**src/rtl/pse_pkg.sv**
```systemverilog
// shared types, constants and helpers for the printable string extractor
`default_nettype none

package pse_pkg;

    localparam int HOLD_DEPTH_DEF = 16;
    localparam int CHAR_W         = 7;
    localparam int SR_W           = 5;
    localparam int PADDR_W        = 3;
    localparam int PDATA_W        = 32;

    localparam logic [7:0]         PRINT_LOW      = 8'd32;
    localparam logic [7:0]         PRINT_HIGH     = 8'd126;
    localparam logic [SR_W-1:0]    SHORTEST_RESET = 5'd4;
    localparam logic [PADDR_W-1:0] REG_SHORTEST   = 3'd0;

    localparam logic ENC_ASCII = 1'b0;
    localparam logic ENC_WIDE  = 1'b1;

    typedef struct packed {
        logic [7:0] data_byte;
        logic       final_byte;
    } pse_in_t;

    typedef struct packed {
        logic              encoding;
        logic [CHAR_W-1:0] character;
        logic              string_end;
        logic              burst_last;
    } pse_out_t;

    // per-lane decision flags for one input byte
    typedef struct packed {
        logic wr_en;
        logic pass;
        logic str_end;
        logic emitting_next;
    } pse_flags_t;

    function automatic logic is_printable(input logic [7:0] b);
        return (b >= PRINT_LOW) && (b <= PRINT_HIGH);
    endfunction

endpackage

`default_nettype wire

```
**src/rtl/pse_hold_mem.sv**
```systemverilog
// held character store for both encodings, one write and one registered read port
`default_nettype none

module pse_hold_mem
    import pse_pkg::*;
#(
    parameter int HOLD_DEPTH = HOLD_DEPTH_DEF,
    localparam int AW = $clog2(HOLD_DEPTH) + 1
) (
    input  wire logic              aclk,
    input  wire logic              wr_en,
    input  wire logic [AW-1:0]     wr_addr,
    input  wire logic [CHAR_W-1:0] wr_data,
    input  wire logic [AW-1:0]     rd_addr,
    output logic      [CHAR_W-1:0] rd_data
);

    logic [CHAR_W-1:0] mem [2**AW];

    always_ff @(posedge aclk) begin
        if (wr_en) begin
            mem[wr_addr] <= wr_data;
        end
    end

    always_ff @(posedge aclk) begin
        rd_data <= mem[rd_addr];
    end

endmodule

`default_nettype wire

```
**src/rtl/pse_lane_plan.sv**
```systemverilog
// per-encoding run decision: hold, flush, pass-through and close for one byte
`default_nettype none

module pse_lane_plan
    import pse_pkg::*;
#(
    parameter int HOLD_DEPTH = HOLD_DEPTH_DEF,
    localparam int CNT_W = $clog2(HOLD_DEPTH + 1),
    localparam int IDX_W = $clog2(HOLD_DEPTH)
) (
    input  wire logic             hit,
    input  wire logic             close,
    input  wire logic [CNT_W-1:0] count,
    input  wire logic             emitting,
    input  wire logic [CNT_W-1:0] thr,
    output pse_flags_t            flags,
    output logic      [IDX_W-1:0] wr_idx,
    output logic      [CNT_W-1:0] flush_len,
    output logic      [CNT_W-1:0] count_next
);

    logic [CNT_W-1:0] cnt_new;
    logic [CNT_W-1:0] count_after;
    logic             em_after;

    always_comb begin
        // saturate the write slot at the last entry
        wr_idx      = (count < CNT_W'(HOLD_DEPTH)) ? count[IDX_W-1:0] : IDX_W'(HOLD_DEPTH - 1);
        cnt_new     = CNT_W'(wr_idx) + CNT_W'(1);
        flags       = '0;
        flush_len   = '0;
        count_after = count;
        em_after    = emitting;
        if (hit) begin
            if (emitting) begin
                flags.pass = 1'b1;
            end else begin
                flags.wr_en = 1'b1;
                count_after = cnt_new;
                if (cnt_new >= thr) begin
                    flush_len = cnt_new;
                    em_after  = 1'b1;
                end
            end
        end
        flags.str_end       = close && em_after;
        flags.emitting_next = !close && em_after;
        count_next          = close ? '0 : count_after;
    end

endmodule

`default_nettype wire

```
**src/rtl/printable_string_extractor.sv**
```systemverilog
// top level: run tracking, flush sequencer, output register and config register
// results of a byte come ascii lane first, then wide; per lane the flushed held characters,
//   read from the store, then a pass-through character, then an end marker
// output stalls hold the sequencer, and s_ready is high only while idle, so a new byte is
//   taken only after every result of the last one has been loaded
// reset (aresetn low, synchronous) closes all runs, restarts alignment at even, shortest_run 4
`default_nettype none

module printable_string_extractor
    import pse_pkg::*;
#(
    parameter int HOLD_DEPTH = HOLD_DEPTH_DEF
) (
    input  wire logic               aclk,
    input  wire logic               aresetn,
    // input byte stream
    input  wire logic               s_valid,
    output logic                    s_ready,
    input  wire pse_in_t            s_data,
    // result stream
    output logic                    m_valid,
    input  wire logic               m_ready,
    output pse_out_t                m_data,
    // configuration port
    input  wire logic               psel,
    input  wire logic               penable,
    input  wire logic               pwrite,
    input  wire logic [PADDR_W-1:0] paddr,
    input  wire logic [PDATA_W-1:0] pwdata,
    output logic      [PDATA_W-1:0] prdata,
    output logic                    pready
);

    localparam int CNT_W = $clog2(HOLD_DEPTH + 1);
    localparam int IDX_W = $clog2(HOLD_DEPTH);
    localparam int AW    = IDX_W + 1;
    localparam int RES_W = $clog2(2 * HOLD_DEPTH + 3);
    localparam int TW    = (CNT_W > SR_W) ? CNT_W : SR_W;

    typedef enum logic [1:0] {
        S_IDLE,
        S_WWR,
        S_SEL,
        S_PUT
    } state_t;

    state_t state_reg;

    // configuration
    logic [SR_W-1:0]  sr_reg;
    logic [CNT_W-1:0] thr;

    // run state per encoding
    logic [CNT_W-1:0] a_count_reg, w_count_reg;
    logic             a_emit_reg, w_emit_reg;
    logic             odd_reg;
    logic [7:0]       pend_reg;

    // per-byte plan, indexed by lane (0 ascii, 1 wide)
    logic [CNT_W-1:0]  flush_len_reg [2];
    logic              pass_reg      [2];
    logic              end_reg       [2];
    logic [CHAR_W-1:0] pch_reg       [2];
    logic              lane_reg;
    logic [CNT_W-1:0]  idx_reg;
    logic [RES_W-1:0]  total_reg, emitted_reg;

    // deferred wide write, the store has one write port
    logic             w_wr_en_reg;
    logic [IDX_W-1:0] w_wr_idx_reg;
    logic [CHAR_W-1:0] w_wr_ch_reg;

    // output register
    logic     m_valid_reg;
    pse_out_t m_res_reg;

    // byte decode
    logic       accept;
    logic [7:0] b;
    logic       fin;
    logic       a_hit, a_close, w_hit, w_close;

    pse_flags_t       a_flags, w_flags;
    logic [IDX_W-1:0] a_wr_idx, w_wr_idx;
    logic [CNT_W-1:0] a_flush, w_flush, a_count_next, w_count_next;

    // memory ports
    logic              mem_wr_en;
    logic [AW-1:0]     mem_wr_addr;
    logic [CHAR_W-1:0] mem_wr_data;
    logic [AW-1:0]     mem_rd_addr;
    logic [CHAR_W-1:0] mem_rd_data;

    // sequencer
    logic              out_free;
    logic              sel_flush;
    logic              pass_cur, end_cur;
    logic              load_en;
    logic [CHAR_W-1:0] load_char;
    logic              load_end;
    logic              lane_done;

    // ---------------------------------------------------------------
    // configuration register
    // ---------------------------------------------------------------
    assign pready = 1'b1;

    always_ff @(posedge aclk) begin
        if (!aresetn) begin
            sr_reg <= SHORTEST_RESET;
        end else if (psel && penable && pwrite && paddr == REG_SHORTEST) begin
            sr_reg <= pwdata[SR_W-1:0];
        end
    end

    always_comb begin
        prdata = '0;
        if (paddr == REG_SHORTEST) begin
            prdata = {{(PDATA_W - SR_W){1'b0}}, sr_reg};
        end
    end

    // zero counts as one, values above the store depth saturate
    always_comb begin
        priority if (sr_reg == '0) begin
            thr = CNT_W'(1);
        end else if (TW'(sr_reg) > TW'(HOLD_DEPTH)) begin
            thr = CNT_W'(HOLD_DEPTH);
        end else begin
            thr = CNT_W'(sr_reg);
        end
    end

    // ---------------------------------------------------------------
    // byte decode and per-lane plans
    // ---------------------------------------------------------------
    assign s_ready = (state_reg == S_IDLE);
    assign accept  = s_valid && s_ready;
    assign b       = s_data.data_byte;
    assign fin     = s_data.final_byte;

    assign a_hit   = is_printable(b);
    assign a_close = !a_hit || fin;
    // a wide character completes on the high byte of an aligned pair
    assign w_hit   = odd_reg && is_printable(pend_reg) && (b == 8'd0);
    assign w_close = (odd_reg && !w_hit) || fin;

    pse_lane_plan #(.HOLD_DEPTH(HOLD_DEPTH)) u_ascii_plan (
        .hit        (a_hit),
        .close      (a_close),
        .count      (a_count_reg),
        .emitting   (a_emit_reg),
        .thr        (thr),
        .flags      (a_flags),
        .wr_idx     (a_wr_idx),
        .flush_len  (a_flush),
        .count_next (a_count_next)
    );

    pse_lane_plan #(.HOLD_DEPTH(HOLD_DEPTH)) u_wide_plan (
        .hit        (w_hit),
        .close      (w_close),
        .count      (w_count_reg),
        .emitting   (w_emit_reg),
        .thr        (thr),
        .flags      (w_flags),
        .wr_idx     (w_wr_idx),
        .flush_len  (w_flush),
        .count_next (w_count_next)
    );

    // ---------------------------------------------------------------
    // hold store: ascii written at the transaction, wide written in the S_WWR state, later
    // ---------------------------------------------------------------
    always_comb begin
        mem_wr_en   = 1'b0;
        mem_wr_addr = {ENC_ASCII, a_wr_idx};
        mem_wr_data = b[CHAR_W-1:0];
        if (accept && a_flags.wr_en) begin
            mem_wr_en = 1'b1;
        end else if (state_reg == S_WWR && w_wr_en_reg) begin
            mem_wr_en   = 1'b1;
            mem_wr_addr = {ENC_WIDE, w_wr_idx_reg};
            mem_wr_data = w_wr_ch_reg;
        end
    end

    assign mem_rd_addr = {lane_reg, idx_reg[IDX_W-1:0]};

    pse_hold_mem #(.HOLD_DEPTH(HOLD_DEPTH)) u_hold (
        .aclk    (aclk),
        .wr_en   (mem_wr_en),
        .wr_addr (mem_wr_addr),
        .wr_data (mem_wr_data),
        .rd_addr (mem_rd_addr),
        .rd_data (mem_rd_data)
    );

    // ---------------------------------------------------------------
    // result selection
    // ---------------------------------------------------------------
    assign out_free  = !m_valid_reg || m_ready;
    assign sel_flush = idx_reg < flush_len_reg[lane_reg];
    assign pass_cur  = pass_reg[lane_reg];
    assign end_cur   = end_reg[lane_reg];
    assign lane_done = !sel_flush && !pass_cur && !end_cur;

    always_comb begin
        load_en   = 1'b0;
        load_char = '0;
        load_end  = 1'b0;
        if (state_reg == S_PUT) begin
            // read data belongs to the address held during the selection cycle
            load_en   = out_free;
            load_char = mem_rd_data;
        end else if (state_reg == S_SEL && !sel_flush && (pass_cur || end_cur)) begin
            load_en = out_free;
            if (pass_cur) begin
                load_char = pch_reg[lane_reg];
            end else begin
                load_end = 1'b1;
            end
        end
    end

    // ---------------------------------------------------------------
    // sequencer and run state
    // ---------------------------------------------------------------
    always_ff @(posedge aclk) begin
        if (!aresetn) begin
            state_reg      <= S_IDLE;
            a_count_reg    <= '0;
            a_emit_reg     <= 1'b0;
            w_count_reg    <= '0;
            w_emit_reg     <= 1'b0;
            odd_reg        <= 1'b0;
            pend_reg       <= '0;
            lane_reg       <= ENC_ASCII;
            idx_reg        <= '0;
            total_reg      <= '0;
            emitted_reg    <= '0;
            w_wr_en_reg    <= 1'b0;
            m_valid_reg    <= 1'b0;
            for (int i = 0; i < 2; i++) begin
                flush_len_reg[i] <= '0;
                pass_reg[i]      <= 1'b0;
                end_reg[i]       <= 1'b0;
            end
        end else begin
            // a new load refills the output register, else a taken result empties it
            if (load_en) begin
                m_valid_reg <= 1'b1;
                emitted_reg <= emitted_reg + RES_W'(1);
            end else if (m_ready) begin
                m_valid_reg <= 1'b0;
            end

            unique case (state_reg)
                S_IDLE: begin
                    if (accept) begin
                        a_count_reg <= a_count_next;
                        a_emit_reg  <= a_flags.emitting_next;
                        w_count_reg <= w_count_next;
                        w_emit_reg  <= w_flags.emitting_next;
                        // a final byte restarts alignment for the next dump
                        odd_reg     <= fin ? 1'b0 : !odd_reg;
                        if (fin) begin
                            pend_reg <= '0;
                        end else if (!odd_reg) begin
                            pend_reg <= b;
                        end
                        flush_len_reg[0] <= a_flush;
                        pass_reg[0]      <= a_flags.pass;
                        end_reg[0]       <= a_flags.str_end;
                        pch_reg[0]       <= b[CHAR_W-1:0];
                        flush_len_reg[1] <= w_flush;
                        pass_reg[1]      <= w_flags.pass;
                        end_reg[1]       <= w_flags.str_end;
                        pch_reg[1]       <= pend_reg[CHAR_W-1:0];
                        w_wr_en_reg      <= w_flags.wr_en;
                        w_wr_idx_reg     <= w_wr_idx;
                        w_wr_ch_reg      <= pend_reg[CHAR_W-1:0];
                        total_reg   <= RES_W'(a_flush) + RES_W'(a_flags.pass)
                                     + RES_W'(a_flags.str_end) + RES_W'(w_flush)
                                     + RES_W'(w_flags.pass) + RES_W'(w_flags.str_end);
                        emitted_reg <= '0;
                        lane_reg    <= ENC_ASCII;
                        idx_reg     <= '0;
                        state_reg   <= S_WWR;
                    end
                end
                S_WWR: begin
                    w_wr_en_reg <= 1'b0;
                    state_reg   <= S_SEL;
                end
                S_SEL: begin
                    priority if (sel_flush) begin
                        state_reg <= S_PUT;
                    end else if (pass_cur) begin
                        if (out_free) begin
                            pass_reg[lane_reg] <= 1'b0;
                        end
                    end else if (end_cur) begin
                        if (out_free) begin
                            end_reg[lane_reg] <= 1'b0;
                        end
                    end else if (lane_reg == ENC_ASCII) begin
                        lane_reg <= ENC_WIDE;
                        idx_reg  <= '0;
                    end else begin
                        state_reg <= S_IDLE;
                    end
                end
                S_PUT: begin
                    if (out_free) begin
                        idx_reg   <= idx_reg + CNT_W'(1);
                        state_reg <= S_SEL;
                    end
                end
                default: begin
                    state_reg <= S_IDLE;
                end
            endcase
        end
    end

    // result payload, burst_last when this is the final result of the byte
    always_ff @(posedge aclk) begin
        if (load_en) begin
            m_res_reg.encoding   <= lane_reg;
            m_res_reg.character  <= load_char;
            m_res_reg.string_end <= load_end;
            m_res_reg.burst_last <= (emitted_reg + RES_W'(1)) == total_reg;
        end
    end

    assign m_valid = m_valid_reg;
    assign m_data  = m_res_reg;

    // ---------------------------------------------------------------
    // assertions
    // ---------------------------------------------------------------
    a_end_no_char: assert property (@(posedge aclk) disable iff (!aresetn)
        m_valid && m_data.string_end |-> m_data.character == '0)
        else $error("end marker carries a character");

    a_all_emitted: assert property (@(posedge aclk) disable iff (!aresetn)
        state_reg == S_SEL && lane_reg == ENC_WIDE && lane_done |-> emitted_reg == total_reg)
        else $error("byte finished with result count mismatch");

    a_put_in_range: assert property (@(posedge aclk) disable iff (!aresetn)
        state_reg == S_PUT |-> idx_reg < flush_len_reg[lane_reg])
        else $error("flush read beyond held characters");

    a_count_bound: assert property (@(posedge aclk) disable iff (!aresetn)
        a_count_reg <= CNT_W'(HOLD_DEPTH) && w_count_reg <= CNT_W'(HOLD_DEPTH))
        else $error("run count beyond store depth");

endmodule

`default_nettype wire
```
**config.mk**
```make
export PLATFORM = sky130hd
export DESIGN_NAME = printable_string_extractor
export DESIGN_NICKNAME = d
export VERILOG_FILES = /design/src/rtl/pse_pkg.sv /design/src/rtl/pse_hold_mem.sv /design/src/rtl/pse_lane_plan.sv /design/src/rtl/printable_string_extractor.sv
export SDC_FILE = /design/constraint.sdc
export NUM_CORES = 1
export LEC_CHECK = 0
export ABC_CLOCK_PERIOD_IN_PS = 4870
export BUFFER_PORTS_ARGS = -buffer_cell sky130_fd_sc_hd__buf_2
export CORE_ASPECT_RATIO = 0.9
export CORE_MARGIN = 10
export CORE_UTILIZATION = 60
export DETAILED_ROUTE_END_ITERATION = 10
export PLACE_DENSITY = 0.86
export SKIP_CTS_REPAIR_TIMING = 1
export SLEW_MARGIN = 30
export SYNTH_ARGS = -nofsm -noshare
export SYNTH_HDL_FRONTEND = slang
export SYNTH_SLANG_ARGS = --single-unit
```
**constraint.sdc**
```tcl
create_clock -name aclk -period 4.87 [get_ports aclk]
set_input_delay 0.2435 -clock aclk [delete_from_list [all_inputs] [get_ports aclk]]
set_output_delay 0.2435 -clock aclk [all_outputs]
set_load 0.02 [all_outputs]
```
==> metrics <==
arrival time worst endpoint=just over 5000 ps; Critical Path RT=around 5300 ps; HP Class=primary input to register; max incr delay on CP=between 500 and 600 ps; Longest Clk Path Bufs=3; final number of hold-violating endpoints=2; die width=~180 um; Cell Area, Synth=between 0.01 and 0.015 mm2; number of flip-flops in the largest register=224; largest net degree at the start of global routing=60; crit-path most repeated cell=inv_1; Routed Antenna Nets=0; core area=0.0235 mm2; Synth Area in Adders=roughly 3.4%; Global Route Usage Sum=20.2%; Worst setup EP type=register; initial antenna violation count=0; Pleak=roughly 5.4 nW; Worst Skew=17.7 ps; IO Pins=96; total wire length=roughly 32,000 um; post-synthesis mux area share=between 10 and 15%; CP Cell Sequence=or2_2 -> ha_1 -> xnor2_2 -> inv_1 -> ha_1 -> nand2_1 -> o21ai_1 -> a31oi_2 -> nor3_2 -> nand2_1 -> fa_1 -> inv_1 -> fa_1 -> ha_1 -> inv_1 -> fa_1 -> inv_1 -> a21o_1 -> a21oi_1 -> xor2_1 -> o21ai_0 -> and2_1; ys async rst share=0%; placed inst area=between 0.01 and 0.015 mm2; fin. max-slew vios=0; top cell type's share of synthesized area=between 50% and 60%; failing checks=hold timing; fin area=0.0159 mm2; PortBufs=40; Initial DRC Count=947; final setup violation count=0; Max-Cap Viols=0; vias per cell=just over 6; Max IR drop VDD=0.000285 V; fin nets=1,102; P&R area growth vs syn=10.8%; Seq/Total Area, Yosys=roughly 65%; area leader, netlist=edfxtp_1; DRC viols=0; fmax=219 MHz; die area=between 0.03 and 0.04 mm2; commonest cells after routing, fill and taps aside=edfxtp_1, nand2_1, mux4_2, nor2_1, dfxtp_1; Final Wtd Congestion=~0.84; CP max FO=5; #FFs+latches synth=about 330; first-pass GRT wire length=between 40,000 and 50,000 um; Synth Area in XOR/XNOR=~1.1%; Post-synth EDFFs=269; CTS tree=yes; WL/cell=around 24 um; clock network latency to the later pin of the worst-skew pair=560 ps; Root Driver=clkbuf_16; Buf+Inv Stages, Crit Path=4; CP top delay family=adder cells; Main synth FF type=edfxtp_1; post-synthesis simple-gate area fraction=under 10%; hpwl dp=19,900 um; largest cells by area after synthesis=edfxtp_1, mux4_2, dfxtp_1; distinct cell type count after synthesis=a little under 70; largest family of logic cells by synthesized area=multiplexers; H-tree depth=1; DIE HEIGHT=167 um; outcome=finished with violations; CTS sink cnt=approximately 330; Pwr Density=roughly 370 mW/mm2; period utilization=93.8%; YS warnings=0; num rows=53; Avg Inst Size Synth=15.0 um2; kind of critical path=register to register; Final Critical Period=4570 ps; slowest cell on the critical path=fa_1; post-synthesis compound-gate area fraction=5.48%; vias in the first global route=between 8k and 9k; n_diodes=0; clock-pin slew on the worst setup and hold paths=around 70 ps; Slew Limit Headroom=about a quarter; fraction of layout cells with a size suffix above 1=between 20% and 30%; Syn Inst Count=960; Vias=about 8.4k; clock buffer count from CTS=31; GR Overflow Total=0; startpoint types=register; drt pass-1 iters=5; worst hold margin=-25.4 ps; commonest non-fill, non-tap cell in the layout=edfxtp_1; starting density of the core=about 61%; Least-Margin Pin Slew=1120 ps
[worst paths after layout]
kind                            cells after the start        endpoint      startpoint  slack [ps]
worst min register to register                      2  emitted_reg[5]  emitted_reg[5]         500
worst max-delay path                               22    total_reg[4]  w_count_reg[4]         300
worst max register to register                     22    total_reg[4]  w_count_reg[4]         300
worst min-delay path                                3       sr_reg[3]       pwdata[3]         -30
[cell families after synthesis]
logic type      Yosys count
fa+ha+maj                37
buf+inv                 105
mux                      92
flops                   329
xor+xnor                 18
compound gates          110
other cells               2
simple gates            267
[final cells by class]
cell class	count	area, um2
inverter	37	139
fill	1490	7560
multi-input combinational	552	4700
clock buffer	36	795
tap	302	378
timing repair buffer	63	395
clock inverter	20	226
sequential	329	9290
[power by group]
| part | internal, mW | switching (mW) |
|---|---|---|
| logic | 0.0928 | 0.208 |
| clock network | 1.39 | 1.04 |
| registers | 3.09 | 0.0403 |
| total | 4.57 | 1.28 |
[tightest hold or removal path: stages]
cell     delay (ps)
buf_2            70
mux2i_1          60
nor2b_1         100
[metal layers]
metal | track usage (%) | wire, um | up-vias
met3 | 3.85 | 2780 | 63
met4 | 5.41 | 770 | 0
li1 | - | - | 3696
met5 | 0 | 0 | -
met1 | 27.9 | 13000 | 4152
met2 | 32.4 | 15000 | 441
[cells in the mapped netlist (3+ instances only)]
library cell  instances
or3_1                 4
nand2b_1              6
nand3_1              13
or2_2                 4
and2_1               11
ha_1                 33
a22oi_1              20
buf_1                 6
a31oi_1               5
nor3_1               20
buf_2                11
a21o_1                6
edfxtp_1            269
nor2_1               66
and3_1                5
o211ai_1              3
xor2_1               11
nand4_1               3
a21oi_1              18
dfxtp_1              60
clkbuf_1             19
mux4_2               70
xnor2_1               7
fa_1                  4
buf_4                28
mux2i_1              21
nand3b_1              4
o21ai_1               5
nor4_1                5
nand2_1              87
nor2b_1              28
inv_1                36
a21boi_0              4
o21ai_0              20
[through the flow]
stage          worst slack, ps  instances  utilization, %  power [mW]  setup TNS (ps)
2_1_floorplan              483        986               -        3.39               0
3_3_place_gp               235       1273            62.7        3.46               0
3_5_place_dp               144       1273            62.8        3.47               0
4_1_cts                    116       1329            67.2        5.86               0
5_1_grt                  -2.48       1339            67.8        6.02           -2.48
6_report                   304       1339            67.8        5.85               0
Note: power is estimated with default switching activity, not from simulation.
